===== config.mk =====
export PLATFORM = sky130hd
export DESIGN_NAME = backslash_escape_decoder
export DESIGN_NICKNAME = d
export VERILOG_FILES = /design/src/design/bed_pkg.sv /design/src/design/backslash_escape_decoder.sv /design/src/design/bed_decode.sv /design/src/design/bed_out_fifo.sv
export SDC_FILE = /design/constraint.sdc
export NUM_CORES = 1
export LEC_CHECK = 0
export ABC_AREA = 0
export BUFFER_PORTS_ARGS = -buffer_cell sky130_fd_sc_hd__buf_2
export CELL_PAD_IN_SITES_DETAIL_PLACEMENT = 0
export CELL_PAD_IN_SITES_GLOBAL_PLACEMENT = 1
export CORE_UTILIZATION = 49
export CTS_CLUSTER_DIAMETER = 100
export CTS_CLUSTER_SIZE = 20
export DETAILED_ROUTE_END_ITERATION = 6
export PLACE_DENSITY = 0.86
export SYNTH_ARGS = -nofsm -noshare
export SYNTH_HDL_FRONTEND = slang
export SYNTH_SLANG_ARGS = --single-unit

===== constraint.sdc =====
create_clock -name clk -period 4.95 [get_ports clk]
set_input_delay 0.2475 -clock clk [delete_from_list [all_inputs] [get_ports clk]]
set_output_delay 0.2475 -clock clk [all_outputs]
set_load 0.01 [all_outputs]

===== src/design/bed_pkg.sv =====
`timescale 1ns / 1ps
// ----------------------------------------------------------------------------
// bed_pkg
// Shared types, character codes and helpers for the backslash escape decoder.
// ----------------------------------------------------------------------------
package bed_pkg;

  // parse mode codes
  localparam logic [2:0] MODE_NORMAL = 3'd0;
  localparam logic [2:0] MODE_ESC    = 3'd1;
  localparam logic [2:0] MODE_OCT    = 3'd2;
  localparam logic [2:0] MODE_HEX1   = 3'd3;
  localparam logic [2:0] MODE_HEX2   = 3'd4;
  localparam logic [2:0] MODE_DROP   = 3'd5;

  // characters
  localparam logic [7:0] CH_NL    = 8'h0A;
  localparam logic [7:0] CH_BSL   = 8'h5C;
  localparam logic [7:0] CH_SQUOT = 8'h27;
  localparam logic [7:0] CH_DQUOT = 8'h22;
  localparam logic [7:0] CH_B     = 8'h62;
  localparam logic [7:0] CH_F     = 8'h66;
  localparam logic [7:0] CH_T     = 8'h74;
  localparam logic [7:0] CH_N     = 8'h6E;
  localparam logic [7:0] CH_R     = 8'h72;
  localparam logic [7:0] CH_V     = 8'h76;
  localparam logic [7:0] CH_A     = 8'h61;
  localparam logic [7:0] CH_X     = 8'h78;

  // control bytes for the simple escapes
  localparam logic [7:0] BYTE_BS  = 8'h08;
  localparam logic [7:0] BYTE_FF  = 8'h0C;
  localparam logic [7:0] BYTE_TAB = 8'h09;
  localparam logic [7:0] BYTE_LF  = 8'h0A;
  localparam logic [7:0] BYTE_CR  = 8'h0D;
  localparam logic [7:0] BYTE_VT  = 8'h0B;
  localparam logic [7:0] BYTE_BEL = 8'h07;

  localparam int unsigned FIFO_DEPTH = 4;
  localparam int unsigned PTR_W      = $clog2(FIFO_DEPTH);
  localparam int unsigned CNT_W      = $clog2(FIFO_DEPTH + 1);

  typedef struct packed {
    logic [7:0] byte_out;
    logic       has_byte;
    logic       decode_error;
    logic       end_of_string;
  } res_t;

  // results from one decoded beat, in delivery order
  typedef struct packed {
    logic [1:0] n;
    res_t       r0;
    res_t       r1;
  } push_t;

  typedef struct packed {
    logic       ok;
    logic [3:0] val;
  } hex_t;

  function automatic hex_t hex_decode(input logic [7:0] c);
    hex_t h;
    h.ok  = 1'b1;
    h.val = 4'd0;
    if (c >= 8'h30 && c <= 8'h39) begin
      h.val = c[3:0];
    end else if ((c >= 8'h61 && c <= 8'h66) || (c >= 8'h41 && c <= 8'h46)) begin
      h.val = c[3:0] + 4'd9;
    end else begin
      h.ok = 1'b0;
    end
    return h;
  endfunction

  function automatic logic is_octal(input logic [7:0] c);
    return (c[7:3] == 5'b00110);
  endfunction

endpackage


===== src/design/backslash_escape_decoder.sv =====
`timescale 1ns / 1ps
// ----------------------------------------------------------------------------
// backslash_escape_decoder
// Decodes a backslash-escaped character stream into bytes, one char a beat.
// ----------------------------------------------------------------------------
//  channel | direction | handshake          | payload
//  in_     | input     | in_valid/in_stall  | char_in, is_last_char
//  out_    | output    | out_valid/out_stall| byte_out, has_byte, decode_error,
//          |           |                    | end_of_string
//
// One character per cycle while in_stall is low; a beat passes the input
// register, then the result queue, before it reaches out_. A flushed octal
// escape makes two results from one character, so that character gives two
// output beats. Input is stalled while the four-entry result queue cannot take two.
// Reset (rst_n low, synchronous) empties both stages and returns to plain text.
// ----------------------------------------------------------------------------
module backslash_escape_decoder (
  input  logic       clk,
  input  logic       rst_n,
  input  logic       in_valid,
  output logic       in_stall,
  input  logic [7:0] in_char_in,
  input  logic       in_is_last_char,
  output logic       out_valid,
  input  logic       out_stall,
  output logic [7:0] out_byte_out,
  output logic       out_has_byte,
  output logic       out_decode_error,
  output logic       out_end_of_string
);
  import bed_pkg::*;

  logic       in_vld_r, in_vld_nxt;
  logic [7:0] char_r;
  logic       last_r;
  logic       room2, proc, in_take;
  push_t      push;
  res_t       out_res;

  assign proc     = in_vld_r && room2;
  assign in_stall = in_vld_r && !room2;
  assign in_take  = in_valid && !in_stall;

  always_comb begin
    in_vld_nxt = in_vld_r;
    if (in_take) begin
      in_vld_nxt = 1'b1;
    end else if (proc) begin
      in_vld_nxt = 1'b0;
    end
  end

  always_ff @(posedge clk) begin
    if (!rst_n) begin
      in_vld_r <= 1'b0;
    end else begin
      in_vld_r <= in_vld_nxt;
    end
  end

  always_ff @(posedge clk) begin
    if (in_take) begin
      char_r <= in_char_in;
      last_r <= in_is_last_char;
    end
  end

  bed_decode u_decode (
    .clk          (clk),
    .rst_n        (rst_n),
    .proc         (proc),
    .char_in      (char_r),
    .is_last_char (last_r),
    .push         (push)
  );

  bed_out_fifo u_out_fifo (
    .clk       (clk),
    .rst_n     (rst_n),
    .push      (push),
    .room2     (room2),
    .out_valid (out_valid),
    .out_stall (out_stall),
    .out_res   (out_res)
  );

  assign out_byte_out      = out_res.byte_out;
  assign out_has_byte      = out_res.has_byte;
  assign out_decode_error  = out_res.decode_error;
  assign out_end_of_string = out_res.end_of_string;

endmodule


===== src/design/bed_decode.sv =====
`timescale 1ns / 1ps
// ----------------------------------------------------------------------------
// bed_decode
// Parse state and single-pass decode of one character into up to two results.
// ----------------------------------------------------------------------------
module bed_decode (
  input  logic           clk,
  input  logic           rst_n,
  input  logic           proc,
  input  logic [7:0]     char_in,
  input  logic           is_last_char,
  output bed_pkg::push_t push
);
  import bed_pkg::*;

  logic [2:0] mode_r, mode_nxt, mode_mid;
  logic [7:0] acc_r, acc_nxt, acc_mid;
  logic [1:0] cnt_r, cnt_nxt, cnt_mid;

  logic       hb, fail, plain, pre_v, main_v;
  logic [7:0] b;
  res_t       pre_res, main_res;
  hex_t       hx;

  always_comb begin
    mode_mid = mode_r;
    acc_mid  = acc_r;
    cnt_mid  = cnt_r;
    hb       = 1'b0;
    b        = 8'd0;
    fail     = 1'b0;
    plain    = 1'b0;
    pre_v    = 1'b0;
    main_v   = 1'b0;
    pre_res  = '{byte_out: acc_r, has_byte: 1'b1, decode_error: 1'b0, end_of_string: 1'b0};
    main_res = '0;
    hx       = hex_decode(char_in);

    unique case (mode_r)
      MODE_DROP: begin
        // swallow the rest of a bad string
      end
      MODE_ESC: begin
        mode_mid = MODE_NORMAL;
        case (char_in)
          CH_NL: ;
          CH_BSL, CH_SQUOT, CH_DQUOT: begin
            hb = 1'b1;
            b  = char_in;
          end
          CH_B: begin hb = 1'b1; b = BYTE_BS;  end
          CH_F: begin hb = 1'b1; b = BYTE_FF;  end
          CH_T: begin hb = 1'b1; b = BYTE_TAB; end
          CH_N: begin hb = 1'b1; b = BYTE_LF;  end
          CH_R: begin hb = 1'b1; b = BYTE_CR;  end
          CH_V: begin hb = 1'b1; b = BYTE_VT;  end
          CH_A: begin hb = 1'b1; b = BYTE_BEL; end
          CH_X: mode_mid = MODE_HEX1;
          default: begin
            if (is_octal(char_in)) begin
              acc_mid  = {5'd0, char_in[2:0]};
              cnt_mid  = 2'd1;
              mode_mid = MODE_OCT;
            end else begin
              fail = 1'b1;
            end
          end
        endcase
      end
      MODE_OCT: begin
        if (is_octal(char_in)) begin
          acc_mid = {acc_r[4:0], char_in[2:0]};
          cnt_mid = cnt_r + 2'd1;
          if (cnt_mid == 2'd3) begin
            hb       = 1'b1;
            b        = acc_mid;
            mode_mid = MODE_NORMAL;
            cnt_mid  = 2'd0;
          end
        end else begin
          // flush the pending octal byte ahead of this character
          pre_v    = 1'b1;
          mode_mid = MODE_NORMAL;
          cnt_mid  = 2'd0;
          plain    = 1'b1;
        end
      end
      MODE_HEX1: begin
        if (hx.ok) begin
          acc_mid  = {4'd0, hx.val};
          mode_mid = MODE_HEX2;
        end else begin
          fail = 1'b1;
        end
      end
      MODE_HEX2: begin
        if (hx.ok) begin
          hb       = 1'b1;
          b        = {acc_r[3:0], hx.val};
          mode_mid = MODE_NORMAL;
        end else begin
          fail = 1'b1;
        end
      end
      default: begin
        mode_mid = MODE_NORMAL;
        plain    = 1'b1;
      end
    endcase

    if (plain) begin
      if (char_in == CH_BSL) begin
        mode_mid = MODE_ESC;
      end else begin
        hb = 1'b1;
        b  = char_in;
      end
    end

    // end of string with an escape still open
    if (mode_r != MODE_DROP && !fail && is_last_char) begin
      if (mode_mid == MODE_OCT) begin
        hb = 1'b1;
        b  = acc_mid;
      end else if (mode_mid == MODE_ESC || mode_mid == MODE_HEX1 ||
                   mode_mid == MODE_HEX2) begin
        fail = 1'b1;
      end
    end

    mode_nxt = mode_mid;
    acc_nxt  = acc_mid;
    cnt_nxt  = cnt_mid;

    if (mode_r == MODE_DROP) begin
      if (is_last_char) begin
        main_v   = 1'b1;
        main_res = '{byte_out: 8'd0, has_byte: 1'b0, decode_error: 1'b1,
                     end_of_string: 1'b1};
      end
    end else if (fail) begin
      main_v   = 1'b1;
      main_res = '{byte_out: 8'd0, has_byte: 1'b0, decode_error: 1'b1,
                   end_of_string: is_last_char};
      if (!is_last_char) begin
        mode_nxt = MODE_DROP;
      end
    end else if (is_last_char) begin
      main_v   = 1'b1;
      main_res = '{byte_out: hb ? b : 8'd0, has_byte: hb, decode_error: 1'b0,
                   end_of_string: 1'b1};
    end else if (hb) begin
      main_v   = 1'b1;
      main_res = '{byte_out: b, has_byte: 1'b1, decode_error: 1'b0, end_of_string: 1'b0};
    end

    if (is_last_char) begin
      mode_nxt = MODE_NORMAL;
      acc_nxt  = 8'd0;
      cnt_nxt  = 2'd0;
    end

    if (pre_v) begin
      push.n  = main_v ? 2'd2 : 2'd1;
      push.r0 = pre_res;
      push.r1 = main_res;
    end else begin
      push.n  = main_v ? 2'd1 : 2'd0;
      push.r0 = main_res;
      push.r1 = main_res;
    end
    if (!proc) begin
      push.n = 2'd0;
    end
  end

  always_ff @(posedge clk) begin
    if (!rst_n) begin
      mode_r <= MODE_NORMAL;
      acc_r  <= 8'd0;
      cnt_r  <= 2'd0;
    end else if (proc) begin
      mode_r <= mode_nxt;
      acc_r  <= acc_nxt;
      cnt_r  <= cnt_nxt;
    end
  end

endmodule


===== src/design/bed_out_fifo.sv =====
`timescale 1ns / 1ps
// ----------------------------------------------------------------------------
// bed_out_fifo
// Small result queue: takes up to two results a cycle, hands out one while out_stall is low.
// ----------------------------------------------------------------------------
module bed_out_fifo (
  input  logic           clk,
  input  logic           rst_n,
  input  bed_pkg::push_t push,
  output logic           room2,
  output logic           out_valid,
  input  logic           out_stall,
  output bed_pkg::res_t  out_res
);
  import bed_pkg::*;

  res_t             mem_r [FIFO_DEPTH];
  logic [PTR_W-1:0] wr_ptr_r, wr_ptr_nxt, rd_ptr_r, rd_ptr_nxt, wr_ptr_p1;
  logic [CNT_W-1:0] cnt_r, cnt_nxt;
  logic             pop;

  assign room2     = (cnt_r <= CNT_W'(FIFO_DEPTH - 2));
  assign out_valid = (cnt_r != '0);
  assign out_res   = mem_r[rd_ptr_r];
  assign pop       = out_valid && !out_stall;
  assign wr_ptr_p1 = wr_ptr_r + PTR_W'(1);

  always_comb begin
    wr_ptr_nxt = wr_ptr_r + PTR_W'(push.n);
    rd_ptr_nxt = rd_ptr_r + PTR_W'(pop);
    cnt_nxt    = cnt_r + CNT_W'(push.n) - CNT_W'(pop);
  end

  always_ff @(posedge clk) begin
    if (push.n != 2'd0) begin
      mem_r[wr_ptr_r] <= push.r0;
    end
    if (push.n == 2'd2) begin
      mem_r[wr_ptr_p1] <= push.r1;
    end
  end

  always_ff @(posedge clk) begin
    if (!rst_n) begin
      wr_ptr_r <= '0;
      rd_ptr_r <= '0;
      cnt_r    <= '0;
    end else begin
      wr_ptr_r <= wr_ptr_nxt;
      rd_ptr_r <= rd_ptr_nxt;
      cnt_r    <= cnt_nxt;
    end
  end

endmodule


==> results.txt, run 1 <==
CP Launch Type: register
Max VDD drop: 0.000118 V
worst-path maximum fanout: 11
Antenna diodes: 0
CP Capture Type: register
Final min period: 4220 ps
worst hold start: in_char_in[6]
yosys warns: 0
Starting Density: 0.514
Port Buffers: 25
met1 Track Usage GR: 0.350
CTS root buf: clkbuf_8
Post-DP HPWL: 8.24 mm
vias in the first global route: 3507
WL/cell: 19.8 um
GR peak layer: met2
post-cts resize count: 0
setup ws final: 731 ps
M3 GR Usage: 0.0348
DR pass1 iterations: 5
Max-Cap Viols: 0
initial antenna violation count: 0
fillers: 747
Max-slew headroom: 0.311
vias per cell: 6.59
met2 Resource Use GR: 0.388
Worst Hold Class: in -> reg
beginning of the critical path: char_r[0]$_DFFE_PP_
RD Place Congestion: 0.939
Top FF cell, synth: edfxtp_1
Mean Syn Cell Area: 10.1 sq um
count of standard-cell rows: 34
largest net degree at the start of global routing: 25
DRC: 0
total grt overflow: 0
Critical Path RT: 5050 ps
#FFs+latches synth: 74
Tcrit/Tclk final: 0.852
Fmax achieved: 237 MHz
top cell type's share of synthesized area: 0.348
Nets: 488
area grow syn2layout: 8.05%
Final Instance Count excl. Fillers: 577
Post-CTS Hold Fix Bufs: 0
Syn Nets: 475
power per cell area: 311 nW/um^2
Worst Path Arrival: 4320 ps
clk slew on worst S/H paths: 80 ps
Worst Max-Slew Pin Slew: 1030 ps
Worst Skew: 9.08 ps
Crit Path Class: reg -> reg
fin util: 0.555
post-synth top area cell: edfxtp_1
r2r startpoint: char_r[0]$_DFFE_PP_
Setup Total Neg Slack: 0 ps
total track usage: 0.248
synth top area cells: edfxtp_1 (35%), dfxtp_1 (9.2%), mux4_2 (5.4%)
Setup violations, final: 0
final hold vios: 0
# Post-CTS Setup Buffers: 0
number of clock sinks: 74
Vias: 3803
Leakage: 0.00168 uW
synth unique cells: 76
post-synthesis sequential area ratio: 0.440
TritonCTS clock tree: built
Post-synth ARST share: 0
Post-Route WL: 11.4 mm
Die ar.: 9720 sq um
total CTS buffers: 9
Clock Latency Late Sink: 350 ps
Core ar.: 8890 sq um
H-tree depth: 3
pre-CTS WS: 790 ps
ANT nets after route: 0
io pins: 26
share of cells above drive strength 1: 0.179
outcome: completed
DRT iter0 DRCs: 373
global-route wire length before repair: 18.8 mm
Max Transition Viols Final: 0
synthesized cell area: 4570 sq um
die height: 98.6 um
clk buf depth: 2
Die Span X: 98.6 um
dpl cells: 561
Mapped Cells: 451
RSZ-0062 raised after global routing: false
Post-synth EDFFs: 53
## cells in the mapped netlist (all sizes together) (4+ instances only)
cell type / instances
o21ai: 19
nand3: 8
nand2: 34
mux2: 10
dfxtp: 21
buf: 12
and3: 5
mux4: 11
o311ai: 6
and2: 8
a311oi: 4
nand4: 4
nor2: 51
nand3b: 5
clkbuf: 19
or3b: 5
edfxtp: 53
ha: 10
o31ai: 4
nor2b: 11
a32oi: 5
a31oi: 22
a21o: 4
o211ai: 6
xnor2: 4
inv: 11
nand2b: 5
a22oi: 7
a21oi: 21
nor3b: 5
nor3: 7
## power by group
part	switching, uW	leakage [uW]	total (uW)	internal (uW)
Sequential	66.5	0.000652	778	711
Clock	234	0.0000891	428	194
Combinational	163	0.000934	333	170
## per-layer routing
layer | wire (um) | share of wire
met1 | 5060 | 0.44
met2 | 5290 | 0.46
met3 | 792 | 0.069
met4 | 286 | 0.025
met5 | 0 | 0
## cell usage in the layout (no fill, tap or decap), drive strengths merged, types with 6 or more instances in the layout
| cell | netlist | layout |
|---|---|---|
| nor3 | 7 | 7 |
| mux4 | 11 | 11 |
| and2 | 8 | 8 |
| o21ai | 19 | 19 |
| a22oi | 7 | 7 |
| o311ai | 6 | 6 |
| a21oi | 21 | 21 |
| buf | 12 | 33 |
| mux2 | 10 | 10 |
| edfxtp | 53 | 53 |
| nand3 | 8 | 8 |
| clkbuf | 19 | 11 |
| nor2b | 11 | 11 |
| nor2 | 51 | 51 |
| nand2 | 34 | 34 |
| inv | 11 | 11 |
| dfxtp | 21 | 21 |
| ha | 10 | 10 |
| o211ai | 6 | 6 |
| a31oi | 22 | 22 |
## sequential cells by signal (all words and copies together) (netlist names)
register             count
u_out_fifo.mem_r        44
char_r                   8
u_decode.cnt_r           2
u_decode.acc_r           8
u_out_fifo.wr_ptr_r      2
in_vld_r                 1
last_r                   1
u_out_fifo.cnt_r         3
u_decode.mode_r          3
u_out_fifo.rd_ptr_r      2
## worst max-delay path: stages, from the launching register on
cell	delay, ps
edfxtp_1	550
inv_1	140
ha_1	290
nor4b_1	270
a41oi_1	80
o41ai_1	530
o41a_1	300
nand4_1	140
ha_1	440
nor3b_1	400
nand3_1	120
nand2_1	350
mux2_2	380
## through the flow
stage          hold slack [ps]  instance area [sq um]  power [uW]
6_report                  67.6                   4940        1540
5_1_grt                   61.2                   4940        1620
4_1_cts                   60.1                   4940        1550
3_5_place_dp               426                   4770        1130
3_3_place_gp               424                   4770        1120
2_1_floorplan              346                   4570        1020
## kinds of logic after synthesis
| kind of cell | Yosys count | synth area share |
|---|---|---|
| and+or+nand+nor | 165 | 0.194 |
| xor gates and xnor gates | 5 | 0.00958 |
| adders and majority gates | 11 | 0.0318 |
| buffers and inverters | 43 | 0.0389 |
| DFF | 74 | 0.440 |
| muxes | 21 | 0.0788 |
| AOI/OAI and AO/OA | 132 | 0.206 |
## worst paths after layout
| check | end | slack, ps | cells after the start |
|---|---|---|---|
| hold / removal | char_r[6]$_DFFE_PP_ | 70 | 1 |
| setup / recovery | u_out_fifo.mem_r[2][9]$_DFFE_PP_ | 730 | 12 |
| setup reg to reg | u_out_fifo.mem_r[2][9]$_DFFE_PP_ | 730 | 12 |
| hold reg to reg | u_decode.cnt_r[1]$_SDFFE_PN0P_ | 540 | 2 |
## area by class of cell
type | count | area (sq um) | area share
Timing Repair Buffer | 33 | 185 | 0.0375
Inverter | 12 | 45.0 | 0.00912
Tap cell | 108 | 135 | 0.0274
Clock buffer | 11 | 141 | 0.0286
Sequential cell | 74 | 2010 | 0.407
Multi-Input combinational cell | 334 | 2390 | 0.484
Clock inverter | 5 | 31.3 | 0.00633
Power figures use the tool's default switching activity.
==> inputs of run 2 (changes only) <==
- REMOVE_ABC_BUFFERS: unset -> 1
==> results.txt, run 2 (synthesis results as in run 1) <==
RSZ-0062 raised after global routing: false (unchanged)
clk slew on worst S/H paths: 80 ps (about the same)
R2R cell count: 11 (was 12)
Tcrit/Tclk final: 0.861 (was 0.852)
area grow syn2layout: 8.43% (was 8.05%)
total track usage: 0.252 (was 0.248)
outcome: completed (unchanged)
DR pass1 iterations: 5 (unchanged)
number of clock sinks: 74 (unchanged)
DRT iter0 DRCs: 244 (was 373)
total grt overflow: 0 (unchanged)
most common cell after layout, fill and taps aside: edfxtp_1 (unchanged)
post-cts resize count: 0 (unchanged)
Vias: 3752 (was 3803)
TritonCTS clock tree: built (unchanged)
Leakage: 0.00168 uW (about the same)
Largest Register: u_out_fifo.mem_r (unchanged)
largest net degree at the start of global routing: 25 (unchanged)
ANT nets after route: 0 (unchanged)
Antenna diodes: 0 (unchanged)
vias in the first global route: 3571 (was 3507)
Port Buffers: 25 (unchanged)
H-tree depth: 3 (unchanged)
Critical Path End: u_out_fifo.mem_r[1][9]$_DFFE_PP_ (was u_out_fifo.mem_r[2][9]$_DFFE_PP_)
Fmax achieved: 235 MHz (was 237 MHz)
fin util: 0.557 (was 0.555)
Worst Max-Slew Pin Slew: 1030 ps (about the same)
reg2reg end: u_out_fifo.mem_r[1][9]$_DFFE_PP_ (was u_out_fifo.mem_r[2][9]$_DFFE_PP_)
worst-path maximum fanout: 11 (unchanged)
beginning of the critical path: char_r[1]$_DFFE_PP_ (was char_r[0]$_DFFE_PP_)
DRC: 0 (unchanged)
vias per cell: 6.53 (was 6.59)
Worst Path Arrival: 4230 ps (was 4320 ps)
Setup Total Neg Slack: 0 ps (unchanged)
Post-DP HPWL: 8.20 mm (was 8.24 mm)
initial antenna violation count: 0 (unchanged)
highest routed metal layer: met4 (unchanged)
Post-CTS Hold Fix Bufs: 0 (unchanged)
Die ar.: 9720 sq um (unchanged)
routed wl met3: 695 um (was 792 um)
met2 wire len: 5.48 mm (was 5.29 mm)
commonest non-fill, non-tap cells in the layout: edfxtp_1 (53), nor2_1 (51), nand2_1 (34) (unchanged)
CP Capture Type: register (unchanged)
Max VDD drop: 0.000161 V (was 0.000118 V)
WL/cell: 20.0 um (was 19.8 um)
Nets: 486 (was 488)
wire length on met1: 5.15 mm (was 5.06 mm)
CP Launch Type: register (unchanged)
Core ar.: 8890 sq um (unchanged)
power per cell area: 321 nW/um^2 (was 311 nW/um^2)
Worst Hold Class: in -> reg (unchanged)
# Post-CTS Setup Buffers: 0 (unchanged)
final hold slack: 65.5 ps (was 67.6 ps)
Crit Path Class: reg -> reg (unchanged)
r2r startpoint: char_r[1]$_DFFE_PP_ (was char_r[0]$_DFFE_PP_)
Post-Route WL: 11.5 mm (was 11.4 mm)
io pins: 26 (unchanged)
count of standard-cell rows: 34 (unchanged)
clk buf depth: 2 (unchanged)
Die Span X: 98.6 um (unchanged)
reg-to-reg setup timing slack: 690 ps (was 730 ps)
Largest register FFs: 44 (unchanged)
final hold vios: 0 (unchanged)
Starting Density: 0.514 (unchanged)
Max Transition Viols Final: 0 (unchanged)
Worst Skew: 13.2 ps (was 9.08 ps)
Max-Cap Viols: 0 (unchanged)
die height: 98.6 um (unchanged)
Clock Latency Late Sink: 360 ps (was 350 ps)
Max-slew headroom: 0.312 (was 0.311)
Final min period: 4260 ps (was 4220 ps)
share of cells above drive strength 1: 0.178 (was 0.179)
RD Place Congestion: 0.938 (was 0.939)
total CTS buffers: 9 (unchanged)
CTS root buf: clkbuf_8 (unchanged)
global-route wire length before repair: 18.8 mm (about the same)
Setup violations, final: 0 (unchanged)
Critical Path RT: 4920 ps (was 5050 ps)
Top Registers: u_out_fifo.mem_r: 44 flops, char_r: 8 flops, u_decode.acc_r: 8 flops (unchanged)
## run 2: layout make-up
type,count,area [sq um]
fillers,777,3940
multi-input cells,334,2390
flip-flops and latches,74,2010
repair buffers,31,170
clock buffers,11,163
well taps,108,135
inverters,12,45.0
clock inverters,5,42.5
## run 2: metal layers
layer | track usage | up-vias
met3 | 0.0433 | 20
met1 | 0.335 | 1813
li1 | - | 1775
met5 | 0 | -
met4 | 0.0804 | 0
met2 | 0.422 | 144
## run 2: power breakdown
group	switching (uW)	leakage [uW]	internal, uW	total [uW]
registers	69.7	0.000652	711	781
logic	160	0.000925	168	328
clock network	249	0.000102	233	482
total	479	0.00168	1110	1590
## run 2: critical path, stage by stage, from the launching register on
cell and delay (ps):
edfxtp_1 530, inv_1 160, ha_1 390, or3b_1 440, nand3_2 190, a21oi_1 200
nor3_1 260, nand4_1 140, ha_1 500, mux2_2 230, nand2_1 50, nor2_1 780
## run 2: metrics by stage
step	area, sq um	instances	power [uW]	worst slack (ps)
after global routing	4960	575	1670	397
after CTS	4960	575	1600	724
final	4960	575	1590	690
after global placement	4750	559	1120	837
after floorplan	4440	420	1010	669
after detailed placement	4750	559	1130	751
## run 2: worst min path at each step
stage	start	end	slack [ps]	cells after the start
floorplan	in_char_in[0]	char_r[0]$_DFFE_PP_	350	0
global placement	in_char_in[4]	char_r[4]$_DFFE_PP_	420	1
detailed placement	in_char_in[4]	char_r[4]$_DFFE_PP_	430	1
CTS	in_is_last_char	last_r$_DFFE_PP_	50	1
global route	in_char_in[3]	char_r[3]$_DFFE_PP_	50	1
finish	in_char_in[5]	char_r[5]$_DFFE_PP_	70	1
